### config.mk
export PLATFORM = sky130hd
export DESIGN_NAME = voxel_ray_traversal
export DESIGN_NICKNAME = d
export VERILOG_FILES = /design/src/design/vrt_pkg.sv /design/src/design/vrt_div.sv /design/src/design/voxel_ray_traversal.sv
export SDC_FILE = /design/constraint.sdc
export NUM_CORES = 2
export LEC_CHECK = 0
export BUFFER_PORTS_ARGS = -buffer_cell sky130_fd_sc_hd__buf_2
export CAP_MARGIN = 20
export CORE_ASPECT_RATIO = 1.75
export CORE_MARGIN = 4
export CORE_UTILIZATION = 67
export DETAILED_ROUTE_END_ITERATION = 7
export PLACE_DENSITY = 0.87
export SETUP_SLACK_MARGIN = 0.3
export SYNTH_ARGS = -nofsm -noshare
export SYNTH_HDL_FRONTEND = slang
export SYNTH_SLANG_ARGS = --single-unit
### constraint.sdc
create_clock -name i_clk -period 26.4 [get_ports i_clk]
set_input_delay 1.32 -clock i_clk [delete_from_list [all_inputs] [get_ports i_clk]]
set_output_delay 1.32 -clock i_clk [all_outputs]
set_load 0.03 [all_outputs]
### src/design/vrt_pkg.sv
// Shared constants, types and codes for the voxel ray traversal engine.
package vrt_pkg;

    localparam int FRAC_BITS = 16;
    localparam int CELL_BITS = 16;

    localparam int ORG_W  = 32;
    localparam int DIR_W  = 18;
    localparam int T_W    = 32;
    localparam int LIM_W  = 31;
    localparam int QW     = 2 * FRAC_BITS + 1;
    localparam int MB_W   = (FRAC_BITS + 2 > DIR_W) ? FRAC_BITS + 2 : DIR_W;
    localparam int PW     = T_W + 1 + MB_W;
    localparam int SW     = PW - FRAC_BITS;
    localparam int CNT_W  = $clog2(QW);

    localparam logic [T_W-1:0] T_INF = 32'hFFFF_FFFF;
    localparam logic [T_W-1:0] T_SAT = 32'hFFFF_FFFE;
    localparam logic [1:0]     NO_AXIS = 2'd3;

    typedef enum logic [1:0] {
        OP_START  = 2'd0,
        OP_ANSWER = 2'd1,
        OP_RESUME = 2'd2
    } t_op;

    typedef enum logic [2:0] {
        K_LOOKUP   = 3'd0,
        K_HIT      = 3'd1,
        K_BOX      = 3'd2,
        K_MISS     = 3'd3,
        K_UNLOADED = 3'd4
    } t_kind;

    typedef enum logic [1:0] {
        PH_IDLE   = 2'd0,
        PH_LOOKUP = 2'd1,
        PH_BOX    = 2'd2
    } t_phase;

    typedef enum logic [3:0] {
        S_IDLE,
        S_SETUP,
        S_DIV,
        S_CMUL,
        S_CSAT,
        S_ADV,
        S_EMUL,
        S_EADD,
        S_OUT
    } t_state;

    typedef struct packed {
        logic busy;
        logic done;
    } t_div_stat;

endpackage

### src/design/vrt_div.sv
// Bit-serial restoring divider: 2^(2F) divided by a direction magnitude, saturated.
module vrt_div (
    input  logic                      i_clk,
    input  logic                      i_rst_n,
    input  logic                      i_start,
    input  logic [vrt_pkg::DIR_W-1:0] i_den,
    output vrt_pkg::t_div_stat        o_stat,
    output logic [vrt_pkg::T_W-1:0]   o_quot
);
    import vrt_pkg::*;

    logic [DIR_W-1:0] r_rem;
    logic [DIR_W-1:0] r_den;
    logic [QW-1:0]    r_quot;
    logic [CNT_W-1:0] r_cnt;
    logic             r_busy;
    logic             r_done;
    logic [DIR_W:0]   trial;
    logic             num_bit;

    // dividend is a single one at the top bit, zeros below
    assign num_bit = (r_cnt == CNT_W'(QW - 1));
    assign trial   = {r_rem, num_bit};

    always_ff @(posedge i_clk) begin
        if (!i_rst_n) begin
            r_busy <= 1'b0;
            r_done <= 1'b0;
        end else begin
            r_done <= 1'b0;
            if (i_start) begin
                r_busy <= 1'b1;
                r_cnt  <= CNT_W'(QW - 1);
                r_rem  <= '0;
                r_quot <= '0;
                r_den  <= i_den;
            end else if (r_busy) begin
                if (trial >= {1'b0, r_den}) begin
                    r_rem  <= DIR_W'(trial - {1'b0, r_den});
                    r_quot <= {r_quot[QW-2:0], 1'b1};
                end else begin
                    r_rem  <= trial[DIR_W-1:0];
                    r_quot <= {r_quot[QW-2:0], 1'b0};
                end
                if (r_cnt == '0) begin
                    r_busy <= 1'b0;
                    r_done <= 1'b1;
                end else begin
                    r_cnt <= r_cnt - 1'b1;
                end
            end
        end
    end

    assign o_stat.busy = r_busy;
    assign o_stat.done = r_done;
    assign o_quot = (r_quot > QW'(T_SAT)) ? T_SAT : r_quot[T_W-1:0];

endmodule

### src/design/voxel_ray_traversal.sv
// Top level of the voxel ray traversal engine: sequencer, shared multiplier, walk state.
//
//  channel | valid        | stall        | payload
//  --------+--------------+--------------+------------------------------------------
//  input   | i_in_valid   | o_in_stall   | i_op, origin, dir, max_dist, cell flags
//  output  | o_out_valid  | i_out_stall  | o_kind, cell, end, normal, distance
//
// A start runs the divider once per moving axis, for QW = 2*FRAC_BITS+1 quotient bits.
// A lookup answer or resume that steps passes through S_ADV first; other answers do not.
// The end point uses the single multiplier once per axis, in S_EMUL then S_EADD.
// Reset clears the sequencer, walk phase and divider status only. o_in_stall is high until the
// result transaction completes; an ignored op produces no result.
module voxel_ray_traversal (
    input  logic                              i_clk,
    input  logic                              i_rst_n,
    input  logic                              i_in_valid,
    output logic                              o_in_stall,
    input  logic [1:0]                        i_op,
    input  logic signed [vrt_pkg::ORG_W-1:0]  i_origin_x,
    input  logic signed [vrt_pkg::ORG_W-1:0]  i_origin_y,
    input  logic signed [vrt_pkg::ORG_W-1:0]  i_origin_z,
    input  logic signed [vrt_pkg::DIR_W-1:0]  i_dir_x,
    input  logic signed [vrt_pkg::DIR_W-1:0]  i_dir_y,
    input  logic signed [vrt_pkg::DIR_W-1:0]  i_dir_z,
    input  logic [vrt_pkg::LIM_W-1:0]         i_max_dist,
    input  logic                              i_cell_loaded,
    input  logic                              i_cell_selectable,
    input  logic                              i_cell_solid,
    output logic                              o_out_valid,
    input  logic                              i_out_stall,
    output logic [2:0]                        o_kind,
    output logic signed [15:0]                o_cell_x,
    output logic signed [15:0]                o_cell_y,
    output logic signed [15:0]                o_cell_z,
    output logic signed [31:0]                o_end_x,
    output logic signed [31:0]                o_end_y,
    output logic signed [31:0]                o_end_z,
    output logic signed [1:0]                 o_normal_x,
    output logic signed [1:0]                 o_normal_y,
    output logic signed [1:0]                 o_normal_z,
    output logic [30:0]                       o_distance
);
    import vrt_pkg::*;

    localparam logic signed [SW:0] E_MAX = (SW+1)'(32'sh7FFF_FFFF);
    localparam logic signed [SW:0] E_MIN = (SW+1)'(-33'sd2147483648);

    t_state r_state, n_state;
    t_phase r_phase;
    t_kind  r_kind;

    logic signed [ORG_W-1:0] r_origin [3];
    logic signed [DIR_W-1:0] r_dir    [3];
    logic [CELL_BITS-1:0]    r_cell   [3];
    logic                    r_neg    [3];
    logic [T_W-1:0]          r_delta  [3];
    logic [T_W-1:0]          r_cross  [3];
    logic signed [31:0]      r_end    [3];
    logic [LIM_W-1:0]        r_limit;
    logic [T_W-1:0]          r_t;
    logic [1:0]              r_last;
    logic [1:0]              r_ax;
    logic signed [PW-1:0]    r_prod;

    function automatic logic [T_W-1:0] add_cross(input logic [T_W-1:0] a,
                                                 input logic [T_W-1:0] b);
        logic [T_W:0] s;
        s = {1'b0, a} + {1'b0, b};
        if (a == T_INF || b == T_INF)
            return T_INF;
        return (s > {1'b0, T_SAT}) ? T_SAT : s[T_W-1:0];
    endfunction

    function automatic logic [15:0] cell_out(input logic [CELL_BITS-1:0] c);
        logic signed [31:0] e;
        e = 32'(signed'(c));
        return e[15:0];
    endfunction

    // input decode
    logic accept, do_start, do_answer, do_resume;
    assign accept    = i_in_valid && (r_state == S_IDLE);
    assign do_start  = accept && (i_op == OP_START);
    assign do_answer = accept && (i_op == OP_ANSWER) && (r_phase == PH_LOOKUP);
    assign do_resume = accept && (i_op == OP_RESUME) && (r_phase == PH_BOX);

    // divider
    t_div_stat        div_stat;
    logic [T_W-1:0]   div_quot;
    logic             div_start;
    logic [DIR_W-1:0] dir_mag;
    logic             dir_zero;

    assign dir_zero  = (r_dir[r_ax] == '0);
    assign dir_mag   = r_dir[r_ax][DIR_W-1] ? DIR_W'(-r_dir[r_ax]) : DIR_W'(r_dir[r_ax]);
    assign div_start = (r_state == S_SETUP) && !dir_zero;

    vrt_div u_div (
        .i_clk   (i_clk),
        .i_rst_n (i_rst_n),
        .i_start (div_start),
        .i_den   (dir_mag),
        .o_stat  (div_stat),
        .o_quot  (div_quot)
    );

    // shared multiplier: crossing setup or end point
    logic [FRAC_BITS:0]   frac_dist;
    logic signed [T_W:0]  mul_a;
    logic signed [MB_W-1:0] mul_b;
    logic signed [PW-1:0] mul_p;

    assign frac_dist = r_neg[r_ax] ? {1'b0, r_origin[r_ax][FRAC_BITS-1:0]}
                                   : (FRAC_BITS+1)'(1 << FRAC_BITS)
                                     - {1'b0, r_origin[r_ax][FRAC_BITS-1:0]};
    always_comb begin
        if (r_state == S_CMUL) begin
            mul_a = {1'b0, r_delta[r_ax]};
            mul_b = MB_W'(frac_dist);
        end else begin
            mul_a = {1'b0, r_t};
            mul_b = MB_W'(r_dir[r_ax]);
        end
    end
    assign mul_p = PW'(mul_a) * PW'(mul_b);

    logic [SW-1:0]        prod_hi;
    logic [T_W-1:0]       cross_sat;
    logic signed [SW-1:0] q_end;
    logic signed [SW:0]   sum_end;
    logic signed [31:0]   end_sat;

    assign prod_hi   = r_prod[PW-1:FRAC_BITS];
    assign cross_sat = (prod_hi > SW'(T_SAT)) ? T_SAT : prod_hi[T_W-1:0];
    assign q_end     = prod_hi;
    assign sum_end   = (SW+1)'(q_end) + (SW+1)'(r_origin[r_ax]);
    always_comb begin
        if (sum_end > E_MAX)
            end_sat = 32'sh7FFF_FFFF;
        else if (sum_end < E_MIN)
            end_sat = -32'sd2147483648;
        else
            end_sat = sum_end[31:0];
    end

    // step axis choice, ties go to the later axis
    logic [1:0]     adv_ax;
    logic [T_W-1:0] adv_t;
    always_comb begin
        if (r_cross[0] < r_cross[1])
            adv_ax = (r_cross[0] < r_cross[2]) ? 2'd0 : 2'd2;
        else
            adv_ax = (r_cross[1] < r_cross[2]) ? 2'd1 : 2'd2;
    end
    assign adv_t = r_cross[adv_ax];

    // next state
    always_comb begin
        n_state = r_state;
        case (r_state)
            S_IDLE: begin
                if (do_start)
                    n_state = S_SETUP;
                else if (do_answer)
                    n_state = (i_cell_loaded && !i_cell_selectable) ? S_ADV : S_EMUL;
                else if (do_resume)
                    n_state = S_ADV;
            end
            S_SETUP: begin
                if (!dir_zero)
                    n_state = S_DIV;
                else if (r_ax == 2'd2)
                    n_state = S_EMUL;
            end
            S_DIV:  if (div_stat.done) n_state = S_CMUL;
            S_CMUL: n_state = S_CSAT;
            S_CSAT: n_state = (r_ax == 2'd2) ? S_EMUL : S_SETUP;
            S_ADV:  n_state = S_EMUL;
            S_EMUL: n_state = S_EADD;
            S_EADD: n_state = (r_ax == 2'd2) ? S_OUT : S_EMUL;
            S_OUT:  if (!i_out_stall) n_state = S_IDLE;
            default: n_state = S_IDLE;
        endcase
    end

    always_ff @(posedge i_clk) begin
        if (!i_rst_n)
            r_state <= S_IDLE;
        else
            r_state <= n_state;
    end

    always_ff @(posedge i_clk) begin
        if (!i_rst_n) begin
            r_phase <= PH_IDLE;
        end else begin
            case (r_state)
                S_IDLE: begin
                    if (do_start) begin
                        r_origin[0] <= i_origin_x;
                        r_origin[1] <= i_origin_y;
                        r_origin[2] <= i_origin_z;
                        r_dir[0]    <= i_dir_x;
                        r_dir[1]    <= i_dir_y;
                        r_dir[2]    <= i_dir_z;
                        r_cell[0]   <= CELL_BITS'(i_origin_x >>> FRAC_BITS);
                        r_cell[1]   <= CELL_BITS'(i_origin_y >>> FRAC_BITS);
                        r_cell[2]   <= CELL_BITS'(i_origin_z >>> FRAC_BITS);
                        r_neg[0]    <= !(i_dir_x > 0);
                        r_neg[1]    <= !(i_dir_y > 0);
                        r_neg[2]    <= !(i_dir_z > 0);
                        r_limit     <= i_max_dist;
                        r_t         <= '0;
                        r_last      <= NO_AXIS;
                        r_phase     <= PH_LOOKUP;
                        r_kind      <= K_LOOKUP;
                        r_ax        <= 2'd0;
                    end else if (do_answer) begin
                        r_ax <= 2'd0;
                        if (!i_cell_loaded) begin
                            r_phase <= PH_IDLE;
                            r_kind  <= K_UNLOADED;
                        end else if (i_cell_selectable && i_cell_solid) begin
                            r_phase <= PH_IDLE;
                            r_kind  <= K_HIT;
                        end else if (i_cell_selectable) begin
                            r_phase <= PH_BOX;
                            r_kind  <= K_BOX;
                        end
                    end
                end
                S_SETUP: begin
                    if (dir_zero) begin
                        r_delta[r_ax] <= T_INF;
                        r_cross[r_ax] <= T_INF;
                        r_ax <= (r_ax == 2'd2) ? 2'd0 : r_ax + 2'd1;
                    end
                end
                S_DIV:  if (div_stat.done) r_delta[r_ax] <= div_quot;
                S_CMUL: r_prod <= mul_p;
                S_CSAT: begin
                    r_cross[r_ax] <= cross_sat;
                    r_ax <= (r_ax == 2'd2) ? 2'd0 : r_ax + 2'd1;
                end
                S_ADV: begin
                    r_cell[adv_ax]  <= r_neg[adv_ax] ? r_cell[adv_ax] - 1'b1
                                                     : r_cell[adv_ax] + 1'b1;
                    r_t             <= adv_t;
                    r_cross[adv_ax] <= add_cross(adv_t, r_delta[adv_ax]);
                    r_last          <= adv_ax;
                    r_ax            <= 2'd0;
                    if (adv_t <= {1'b0, r_limit}) begin
                        r_phase <= PH_LOOKUP;
                        r_kind  <= K_LOOKUP;
                    end else begin
                        r_phase <= PH_IDLE;
                        r_kind  <= K_MISS;
                    end
                end
                S_EMUL: r_prod <= mul_p;
                S_EADD: begin
                    r_end[r_ax] <= end_sat;
                    r_ax <= (r_ax == 2'd2) ? 2'd0 : r_ax + 2'd1;
                end
                default: ;
            endcase
        end
    end

    // outputs held in registers until the result transaction completes
    logic hit;
    assign hit = (r_kind == K_HIT);

    assign o_in_stall  = (r_state != S_IDLE);
    assign o_out_valid = (r_state == S_OUT);
    assign o_kind      = r_kind;
    assign o_cell_x    = cell_out(r_cell[0]);
    assign o_cell_y    = cell_out(r_cell[1]);
    assign o_cell_z    = cell_out(r_cell[2]);
    assign o_end_x     = r_end[0];
    assign o_end_y     = r_end[1];
    assign o_end_z     = r_end[2];
    assign o_normal_x  = (hit && r_last == 2'd0) ? (r_neg[0] ? 2'sd1 : -2'sd1) : 2'sd0;
    assign o_normal_y  = (hit && r_last == 2'd1) ? (r_neg[1] ? 2'sd1 : -2'sd1) : 2'sd0;
    assign o_normal_z  = (hit && r_last == 2'd2) ? (r_neg[2] ? 2'sd1 : -2'sd1) : 2'sd0;
    assign o_distance  = r_t[31] ? 31'h7FFF_FFFF : r_t[30:0];

    a_div_in_div: assert property (@(posedge i_clk) disable iff (!i_rst_n)
        div_stat.busy |-> (r_state == S_DIV))
        else $error("divider running outside its sequencer step");

    a_end_walk: assert property (@(posedge i_clk) disable iff (!i_rst_n)
        (o_out_valid && (r_kind == K_HIT || r_kind == K_MISS || r_kind == K_UNLOADED))
        |-> (r_phase == PH_IDLE))
        else $error("walk still live after a final result");

    a_box_phase: assert property (@(posedge i_clk) disable iff (!i_rst_n)
        (o_out_valid && r_kind == K_BOX) |-> (r_phase == PH_BOX))
        else $error("box result without box phase");

    a_result_holds: assert property (@(posedge i_clk) disable iff (!i_rst_n)
        (o_out_valid && i_out_stall) |=> (o_out_valid && $stable(r_t) && $stable(r_kind)))
        else $error("stalled result changed");

endmodule
---- Word-level counts from Yosys, hierarchy flattened ----
Memory sizes are Yosys's and may differ from the RTL's. A register that Yosys moved wholly into a read port is not among the register bits.
Index checks and enable logic that the tools add are counted.
word-level totals
  bits in registers ....................... 204
  input port bits ......................... 190
  bits in writable memories ............... 489
  bits in latches ......................... 0
  memory bits (read-only) ................. 0
  memories kept ........................... 7
  output and inout port bits .............. 186
memories
  memory       depth  width  rd ports  clocked after Yosys merged registers in  write ports  line                       source
  r_cross      3      32     4         0                                        1            voxel_ray_traversal.sv:57  logic [T_W-1:0] r_cross [3];
  r_delta      3      32     2         1                                        1            voxel_ray_traversal.sv:56  logic [T_W-1:0] r_delta [3];
  r_end        3      32     3         0                                        1            voxel_ray_traversal.sv:58  logic signed [31:0] r_end [3];
  r_origin     3      32     1         1                                        3            voxel_ray_traversal.sv:52  logic signed [ORG_W-1:0] r_origin [3];
  r_dir        3      18     1         1                                        3            voxel_ray_traversal.sv:53  logic signed [DIR_W-1:0] r_dir [3];
  r_cell       3      16     4         0                                        3            voxel_ray_traversal.sv:54  logic [CELL_BITS-1:0] r_cell [3];
  +1 memories  n/a    n/a    n/a       n/a                                      n/a          n/a
operators by class
  eq/ne operators ......................... 28
  bitwise gates (word level) .............. 4
  multiply operators ...................... 1
  order comparisons ....................... 13
  shift-type cells ........................ 0
  add/sub/neg operators ................... 9
  div/mod/pow operators ................... 0
  reductions and logical operators ........ 42
  muxes and demuxes ....................... 104
operator list
  cell                                                             number
  two-way mux 32 bit                                               14
  < comparator 32 bit                                              3
  greater-than comparator 33 x 32 -> 1 bit, second input constant  2
  == test 32 bit, second input constant                            2
  case mux 32 bit (2 select lines)                                 1
  greater-than comparator 18 x 1 -> 1 bit, second input constant   3
  two-way mux 18 bit                                               3
  two-way mux 2 bit                                                27
  multiplier 33 x 18 -> 51 bit                                     1
  adder 35 x 32 -> 36 bit                                          1
  greater-than comparator 36 x 32 -> 1 bit, second input constant  1
  < comparator 36 x 32 -> 1 bit, second input constant             1
  case mux 4 bit (9 select lines)                                  1
  greater-than comparator 35 x 32 -> 1 bit, second input constant  1
  two-way mux 17 bit                                               2
  adder 32 x 32 -> 33 bit                                          1
  two-way mux 33 bit                                               1
  less-or-equal comparator 32 x 31 -> 1 bit                        1
  two-way mux 1 bit                                                32
  two-way mux 16 bit                                               2
  two-way mux 4 bit                                                8
  OR reduction 32 bit                                              1
  two-way mux 31 bit                                               1
  greater-or-equal comparator 19 x 18 -> 1 bit                     1
  43 further kinds                                                 90

---- Longest topological paths before layout ----
An unclocked memory read counts as a cell.
  depth after elaboration ................. 14
  mapped depth ............................ 39
  depth with buffers taken out ............ 35

---- Hierarchy ----
A second synthesis with hierarchy kept.
second synthesis, totals
  cell total of the unflattened synthesis .. 5386
  area total of the unflattened synthesis .. 54908.9 sq um
modules (own cells, without submodules)
  module               sequential area each (sq um)  cells an instance  area an instance (sq um)  instances
  voxel_ray_traversal  17997.3                       5006               50694.9                   1
  vrt_div              2292.2                        380                4214.0                    1

---- Worst setup path before layout ----
Ideal clock, no wire load.
  kind .................................... reg2reg
  from .................................... register (tool-made name)
  to ...................................... register r_prod[50] (data pin)
  data arrival time ....................... 9.186 ns
  path buffers ............................ 4
  stages on the path, launching flop included .. 38
  library setup time ...................... 0.260 ns
  slack ................................... 16.954 ns
  data required time ...................... 26.140 ns
  cell sequence ........................... dfxtp_1 -> buf_4 -> buf_2 -> buf_2 -> mux2i_1 -> nor2_1 -> a21oi_1 -> nand4_1 -> or2_2 -> or3_1 -> o31ai_1 -> xnor2_1 -> nand2_1 -> o21ai_1 -> clkbuf_1 -> nand2_1 -> fa_1 -> inv_1 -> [2 not listed] -> fa_1 -> fa_1 -> inv_1 -> fa_1 -> inv_1 -> ha_1 -> and4_1 -> a21oi_1 -> o21ai_0 -> a221oi_1 -> o211ai_1 -> a211oi_1 -> o31ai_1 -> a211oi_1 -> o21ai_1 -> a311o_1 -> a21oi_1 -> xnor2_1
RTL lines
  element               line                        source
  end signal, assigned  voxel_ray_traversal.sv:240  S_CMUL: r_prod <= mul_p;
  end signal, assigned  voxel_ray_traversal.sv:260  S_EMUL: r_prod <= mul_p;
  end, declared         voxel_ray_traversal.sv:63   logic signed [PW-1:0] r_prod;

==> impl_table.tex <==
\begin{tabular}{lr}
\hline
Metric & Value \\
\hline
\multicolumn{2}{l}{\textbf{Critical path}} \\
CP Max Fanout & 49 \\
End of the worst register-to-register path & r\_prod[50] \\
Reg-to-reg setup timing slack & 15.29 ns \\
Critical Path Most Common Cell & sky130\_fd\_sc\_hd\_\_fa\_1 \\
Required time at the worst-slack endpoint & 26.81 ns \\
Endpoint type of the worst setup path & register \\
Crit Path Class & register to register \\
Kind of launch point of the worst setup path & register \\
Worst path max stage delay & 0.85 ns \\
WP data arrival & 11.52 ns \\
Slowest-stage cell, CP & sky130\_fd\_sc\_hd\_\_buf\_4 \\
Cells on worst reg2reg path & 27 \\
\multicolumn{2}{l}{\textbf{Run status}} \\
Outcome & completed \\
\multicolumn{2}{l}{\textbf{Layout}} \\
Area grow syn2layout & 9.56\% \\
Commonest non-fill, non-tap cells in the layout & sky130\_fd\_sc\_hd\_\_inv\_1, sky130\_fd\_sc\_hd\_\_nand2\_1, sky130\_fd\_sc\_hd\_\_edfxtp\_1 \\
Leading cell type in the layout, fill and taps excluded & sky130\_fd\_sc\_hd\_\_inv\_1 \\
Final core utilization & 74.1\% \\
Count of nets after finishing & 6646 \\
Fraction of final layout cells with drive strength greater than 1 & 12.1\% \\
Number of fillers in the final layout & 5585 \\
\multicolumn{2}{l}{\textbf{Floorplanning}} \\
Horizontal die dimension & 223 microns \\
Initial Util & 67.7\% \\
Die Height & 384 microns \\
Die area & 85500 sq um \\
I/O pins & 376 \\
Standard-cell rows & 137 \\
Std-Cell Core Area & 79900 sq um \\
\multicolumn{2}{l}{\textbf{STA}} \\
Final count of negative-setup-slack endpoints & 0 \\
Worst clock skew & 0.0356 ns \\
Worst-case headroom to the max-slew limit & 20.2\% \\
Unrepaired setup endpoints after global routing & false \\
Final count of pins violating max slew & 0 \\
Final Hold Violating Endpoints & 0 \\
Min Tclk post-route & 11.11 ns \\
Share of the clock period used by the worst path after layout & 42.1\% \\
Max Clk Rate & 90.0 MHz \\
Setup total negative slack & 0 ns \\
Pin slew with the least headroom to its limit & 1.19 ns \\
\multicolumn{2}{l}{\textbf{Global routing}} \\
Vias in the first global route & 44500 \\
Global-route wire length before repair & 268 mm \\
Maximum number of pins on one net before global-route repair & 93 \\
Initial antenna violation count & 16 \\
Total congestion overflow after global routing & 0 \\
Overall track demand over capacity in global routing & 42.1\% \\
\multicolumn{2}{l}{\textbf{Synthesis}} \\
Async SR Flop Fraction & 0\% \\
Predominant post-synthesis flop cell & sky130\_fd\_sc\_hd\_\_edfxtp\_1 \\
Count of flip-flops with a built-in enable after synthesis & 669 \\
Number of warnings issued by yosys & 0 \\
Number of nets produced by synthesis & 6336 \\
Synthesized flop and latch total & 679 \\
Count of unique library cells instantiated by Yosys & 84 \\
Portion of the post-synthesis area used by sequential elements & 37.5\% \\
Post-Syn Area & 54100 sq um \\
Average size of a mapped cell & 10.2 sq um \\
Cells after Synth & 5282 \\
\multicolumn{2}{l}{\textbf{Clocking}} \\
Clock Sinks & 679 \\
Post-cts hold buffer count & 0 \\
CTS buffer count & 60 \\
Number of resized instances in the post-cts repair step & 0 \\
Clock tree buffer depth & 3 \\
Master cell of the clock root buffer & sky130\_fd\_sc\_hd\_\_clkbuf\_16 \\
TritonCTS clock tree & built \\
Post-CTS setup buffers & 0 \\
CTS HTree Levels & 2 \\
Insertion delay to the later sink of the worst-skew pair & 0.68 ns \\
Clock transition at the register clock pins on the worst setup and hold paths after CTS & 0.07 ns \\
\multicolumn{2}{l}{\textbf{Min path}} \\
WHS Endpoint & u\_div.r\_done \\
Startpoint of the worst hold path & u\_div.r\_busy \\
Min-Delay Path Class & register to register \\
Depth of the worst hold-timing path & 2 \\
\multicolumn{2}{l}{\textbf{Routing}} \\
Average via count per standard cell & 6.48 \\
Highest metal layer with signal wires & met5 \\
Amount of wire on met3 after detailed routing & 17.5 mm \\
Routed wirelength normalized by instance count & 27.3 microns \\
Met2 routed WL & 87.9 mm \\
Drt drc & 0 \\
First-pass detailed-route iteration total & 6 \\
Number of design-rule violations left by the first detailed-router iteration & 4494 \\
Number of nets with antenna violations after detailed routing & 0 \\
Wire length the detailed router placed on met1 & 54.5 mm \\
Total Routed Length & 183 mm \\
Total number of vias & 43400 \\
\multicolumn{2}{l}{\textbf{Placed design}} \\
DP Wirelength & 141 mm \\
Count of buffers inserted at the top-level ports & 375 \\
Placer congestion estimate & 1.07 \\
\multicolumn{2}{l}{\textbf{Job}} \\
Max-cap viol count & 0 \\
\hline
\end{tabular}
-- worst max-delay path, delay by kind of cell, from the launching register on --
family                     cells  cell delay (ns)
AOI/OAI and AO/OA             11             4.35
xor gates and xnor gates       2             0.26
adders and majority gates      7             3.34
buffers and inverters          4             1.37
DFF                            1             0.76
muxes                          1             0.30
and+or+nand+nor                2             0.39
-- cells in the mapped netlist (11+ instances only) --
cell type	instances	area (sq um)
sky130_fd_sc_hd__or2_2	43	269
sky130_fd_sc_hd__and3_1	20	125
sky130_fd_sc_hd__nor4_1	32	200
sky130_fd_sc_hd__ha_1	381	4770
sky130_fd_sc_hd__a21oi_1	287	1440
sky130_fd_sc_hd__o32ai_1	11	96.3
sky130_fd_sc_hd__nand4_1	72	450
sky130_fd_sc_hd__or3_1	11	68.8
sky130_fd_sc_hd__edfxtp_1	669	20100
sky130_fd_sc_hd__nor2_1	431	1620
sky130_fd_sc_hd__a31oi_1	31	194
sky130_fd_sc_hd__buf_2	19	95.1
sky130_fd_sc_hd__o21bai_1	16	120
sky130_fd_sc_hd__and2_1	70	438
sky130_fd_sc_hd__a21boi_0	11	82.6
sky130_fd_sc_hd__o31ai_1	13	97.6
sky130_fd_sc_hd__nand2_1	683	2560
sky130_fd_sc_hd__nor3_1	48	240
sky130_fd_sc_hd__nand3_1	61	305
sky130_fd_sc_hd__xnor2_1	102	893
sky130_fd_sc_hd__xor2_1	46	403
sky130_fd_sc_hd__o21ai_0	158	791
sky130_fd_sc_hd__fa_1	483	9670
sky130_fd_sc_hd__mux2i_1	164	1640
sky130_fd_sc_hd__a211oi_1	19	143
sky130_fd_sc_hd__inv_1	756	2840
sky130_fd_sc_hd__clkbuf_1	167	627
sky130_fd_sc_hd__buf_1	18	67.6
sky130_fd_sc_hd__nor2b_1	61	382
sky130_fd_sc_hd__o21a_1	31	233
sky130_fd_sc_hd__mux2_2	34	383
sky130_fd_sc_hd__nand2b_1	64	400
sky130_fd_sc_hd__a21o_1	84	631
-- how the worst max path moves through the flow --
stage | from | endpoint | slack [ns] | depth (start not counted)
CTS | register | r_prod[50] | 15.52 | 28
detailed placement | register | r_prod[50] | 15.57 | 28
finish | register | r_prod[50] | 15.29 | 27
floorplan | register | r_prod[50] | 16.95 | 37
global placement | register | r_prod[50] | 15.82 | 33
global route | register | r_prod[47] | 14.87 | 33
-- metal layers --
layer	global-route usage, %	up-vias
li1	-	18400
met1	44.8	21000
met2	70.5	2934
met3	8.13	1026
met4	38.3	6
met5	0	-
-- through the flow --
| stage | worst slack (ns) | instances | hold WS (ns) | instance area, sq um |
|---|---|---|---|---|
| 2_1_floorplan | 16.95 | 5282 | 0.439 | 54100 |
| 5_1_grt | 14.87 | 6690 | 0.478 | 59200 |
| 4_1_cts | 15.52 | 6683 | 0.462 | 59200 |
| 6_report | 15.29 | 6695 | 0.461 | 59200 |
| 3_5_place_dp | 15.57 | 6570 | 0.450 | 57200 |
| 3_3_place_gp | 15.82 | 6568 | 0.442 | 57200 |
-- sequential cells by signal, summed over array words and instances (netlist names), 4 cells and up, named ones only --
| register | cells |
|---|---|
| u_div.r_den | 18 |
| u_div.r_rem | 18 |
| r_cross | 96 |
| r_t | 32 |
| r_prod | 35 |
| r_delta | 96 |
| r_state | 4 |
| r_cell | 48 |
| r_origin | 96 |
| u_div.r_cnt | 6 |
| r_limit | 31 |
| u_div.r_quot | 33 |
| r_end | 96 |
| r_dir | 54 |
-- cell families after synthesis --
| family | share of synthesized area, % |
|---|---|
| buf+inv | 6.83 |
| xor+xnor | 2.40 |
| mux | 3.77 |
| compound gates | 8.87 |
| fa+ha+maj | 26.7 |
| flops | 37.5 |
| simple gates | 13.9 |
-- final cells by class --
type / count / area [sq um] / share of cell area [%]
multi-input cells: 3636 / 30300 / 51.1
flip-flops and latches: 679 / 20300 / 34.3
inverters: 756 / 2840 / 4.80
repair buffers: 459 / 2520 / 4.25
clock buffers: 67 / 1530 / 2.58
well taps: 1042 / 1300 / 2.20
clock inverters: 46 / 452 / 0.763
diodes: 10 / 25.0 / 0.0423
Power is not shown: default switching activity piles up to over one toggle a cycle in this logic, so the estimate is an artifact.
